### config.mk
export PLATFORM = sky130hd
export DESIGN_NAME = lla_cell
export DESIGN_NICKNAME = d
export VERILOG_FILES = /design/src/lla_pkg.sv /design/src/lla_cell.sv
export SDC_FILE = /design/constraint.sdc
export NUM_CORES = 1
export LEC_CHECK = 0
export BUFFER_PORTS_ARGS = -buffer_cell sky130_fd_sc_hd__clkbuf_2
export CAP_MARGIN = 20
export CORE_UTILIZATION = 40
export CTS_BUF_LIST = sky130_fd_sc_hd__clkbuf_4
export DETAILED_ROUTE_END_ITERATION = 6
export PLACE_DENSITY_LB_ADDON = 0.25
export SYNTH_ARGS = -nofsm -noshare
export SYNTH_HDL_FRONTEND = slang
export SYNTH_SLANG_ARGS = --single-unit
export TNS_END_PERCENT = 20
### constraint.sdc
create_clock -name clk -period 2.5 [get_ports clk]
set_input_delay 0.75 -clock clk [delete_from_list [all_inputs] [get_ports clk]]
set_output_delay 0.75 -clock clk [all_outputs]
set_load 0.05 [all_outputs]
### src/lla_pkg.sv
`timescale 1ns / 1ps

package lla_pkg;

  // Per-cell controls driven by the sequencer in the top level.
  typedef struct packed {
    logic shift;   // take the neighbor's counter (ring rotates by one)
    logic inc;     // charge this cell's counter, saturating
  } cell_ctrl_t;

endpackage

### src/lla_cell.sv
`timescale 1ns / 1ps

module lla_cell #(
  parameter int COUNT_BITS = 16
) (
  input  logic                   clk,
  input  logic                   rst_n,
  input  lla_pkg::cell_ctrl_t    ctrl,
  input  logic [COUNT_BITS-1:0]  load_in,
  output logic [COUNT_BITS-1:0]  load_out
);
  import lla_pkg::*;

  logic [COUNT_BITS-1:0] load_r;
  logic [COUNT_BITS-1:0] load_nxt;

  always_comb begin
    load_nxt = load_r;
    if (ctrl.inc) begin
      if (load_r != {COUNT_BITS{1'b1}}) begin
        load_nxt = load_r + {{(COUNT_BITS-1){1'b0}}, 1'b1};
      end
    end else if (ctrl.shift) begin
      load_nxt = load_in;
    end
  end

  always_ff @(posedge clk) begin
    if (!rst_n) begin
      load_r <= '0;
    end else begin
      load_r <= load_nxt;
    end
  end

  assign load_out = load_r;

endmodule
==> out/results.tsv <==
stage	metric	value	unit
critical_path	cp-end-kind	output pin	
critical_path	cp_cell_sequence	clkbuf_2	
critical_path	criticalPathCategory	reg2out	
critical_path	crit_path_top_delay_cell	dfxtp_1	
die	num_rows	19	
sta	finalCritPeriodShare	0.7541	
min_path	min_path_type	reg2reg	
clock_network	cts_made_buffers	3	
cells_and_area	syn_to_final_growth	20.48	%
yosys	synth_cell_type_count	49	
clock_network	clk_latency	0.30	ns
yosys	avgSynthCellArea	8.263	sq um
clock_network	cts.repair.resized	0	
cells_and_area	finish.utilization	0.5062	
clock_network	postCtsSetupRepairBufs	0	
route	first_pass_iters	4	
pwr	p_leak	0.6096	nW
clock_network	clk_pin_slew	0.10	ns
cells_and_area	largest_reg_flops	16	
yosys	synth_area	0.001149	sq mm
die	ios	36	
yosys	synth_edf_count	0	
sta	rsz0062_at_grt	false	
sta	worst_pin_slew	0.3509	ns
global_routing	first_global_vias	1179	
die	coreArea	0.002734	sq mm
yosys	syn_nets	160	
yosys	synthTopCellsByArea	dfxtp_1, a211oi_1, and3_1	
status	status	finished, final reports clean	
clock_network	cts-root-buf	clkbuf_4	
critical_path	timing.critical_path.buf_inv	1	
pwr	power.density	457.5	mW/mm^2
placement	place_ws	0.4256	ns
cells_and_area	drive_above_1_share	0.3295	
sta	fin_crit	1.885	ns
die	fp.dieW	55.59	microns
sta	fin_ws	0.6147	ns
clock_network	cts_tree	built	
critical_path	crit_required	1.75	ns
route	drt_iter0_markers	56	
route	wl_per_cell	15.86	microns
global_routing	grt_overflow_total	0	
global_routing	grt_max_degree	18	
global_routing	track_usage	0.2246	
die	start_util	0.4201	
flow_run	max_cap_violations	0	
yosys	yosysTopAreaCellShare	0.2789	
global_routing	antenna_found_initial	0	
critical_path	worstPathArrival	1.14	ns
placement	io_buffers	35	
clock_network	hold_buffers	0	
cells_and_area	final_nets	198	
route	detail-route-antenna-nets	0	
cells_and_area	diodes	0	
sta	drv_slew	0	
die	die_h	55.59	microns
critical_path	critPathTopFamily	flip-flops	
route	drc	0	
yosys	syn_inst	139	
clock_network	htreeDepth	1	
sta	slew_headroom	0.7658	
cells_and_area	final_cell_mix	clkbuf_2, dfxtp_1, nand2_1	
sta	hold_slack	0.4919	ns
critical_path	crit_path_max_fanout	9	
route	viasPerCell	6.333	
critical_path	worstSetupStartpointType	register	
placement	gp_congestion	0.8932	
sta	hold_viol_final	0	
route	vias	1311	
yosys	async_reset_ff_frac	0	
sta	setup_violations	0	
sta	skew	0.001829	ns
yosys	synth_top_cell_by_area	dfxtp_1	
sta	tns	0	ns
yosys	ys_seq_area_frac	0.2789	
yosys	synth_flop_cell	dfxtp_1	
sta	fmaxAchievable	0.5304	GHz
critical_path	slowest_delay	0.50	ns
yosys	ys_seq_elements	16	
global_routing	grt_pass1_wl	5.402	mm
pwr	vdd_drop_max	276.5	uV
clock_network	cts.path.max_buffers	2	
cells_and_area	nFillCells	269	
yosys	yosys_warnings	0	
placement	dp_hpwl	2.408	mm
die	dieArea	0.003090	sq mm
clock_network	cts.sinks	16	
cells_and_area	layout_commonest_cell	clkbuf_2	
route	wl	3.283	mm
==> path summary, 6_finish.rpt <==
path,start,end,slack [ns],cells past startpoint
setup / recovery,load_out[3],load_out[3],0.61,1
hold / removal,load_out[1],load_out[1],0.49,2
setup reg to reg,load_out[0],load_out[10],0.75,5
hold reg to reg,load_out[1],load_out[1],0.49,2
==> Yosys cell counts (2+ instances only) <==
cell type   n
o21ai_0     2
nand3_1     7
nor2_1      7
clkbuf_1    3
o31ai_1     3
a2bb2oi_1   2
buf_2       4
o311ai_0    2
nor3_1      4
and2_1      3
a31oi_1     5
dfxtp_1    16
nor2b_1     2
a21oi_1     3
nand4_1     7
o211ai_1    2
a211oi_1    8
o32ai_1     4
o221a_2     2
and3_1      9
o221a_1     3
nand2_1    11
inv_1       4
==> per-stage QoR <==
stage	area (sq um)	total power [W]	std cells
3_5_place_dp	1358	0.0004855	203
4_1_cts	1384	0.0006330	207
6_report	1384	0.0006330	207
5_1_grt	1384	0.0006638	207
3_3_place_gp	1358	0.0004827	203
2_1_floorplan	1149	0.0004309	139
==> metal layers <==
layer / up-vias / track usage / share of wire
li1: 629 / - / -
met1: 615 / 0.2878 / 0.46
met5: - / 0 / 0
met4: 0 / 0.1179 / 0.024
met2: 60 / 0.3632 / 0.46
met3: 7 / 0.03488 / 0.057
==> worst min-delay path, cell delays in order, from the launching register on <==
cell and delay (ns):
dfxtp_1 0.34, inv_1 0.06, a211oi_1 0.05
==> final cells by class <==
cell class                 count  area, sq um  area share
timing repair buffer          43        235.2      0.1700
tap                           31        38.79     0.02803
clock buffer                   3        22.52     0.01627
clock inverter                 1        3.754    0.002712
multi-input combinational    108        744.5      0.5380
sequential                    16        320.3      0.2315
inverter                       5        18.77     0.01356
==> power breakdown <==
part | switching [W] | internal (W)
Clock | 0.0000936 | 0.0000583
Sequential | 0.0000281 | 0.000272
Combinational | 0.000118 | 0.0000628
Total | 0.000240 | 0.000393
==> cells by family after synthesis <==
kind of cell    share of synthesized area
buf+inv                           0.07298
simple gates                       0.2985
fa+ha+maj                         0.01089
flops                              0.2789
compound gates                     0.3290
mux                              0.009803
(Power assumes the default switching activity.)
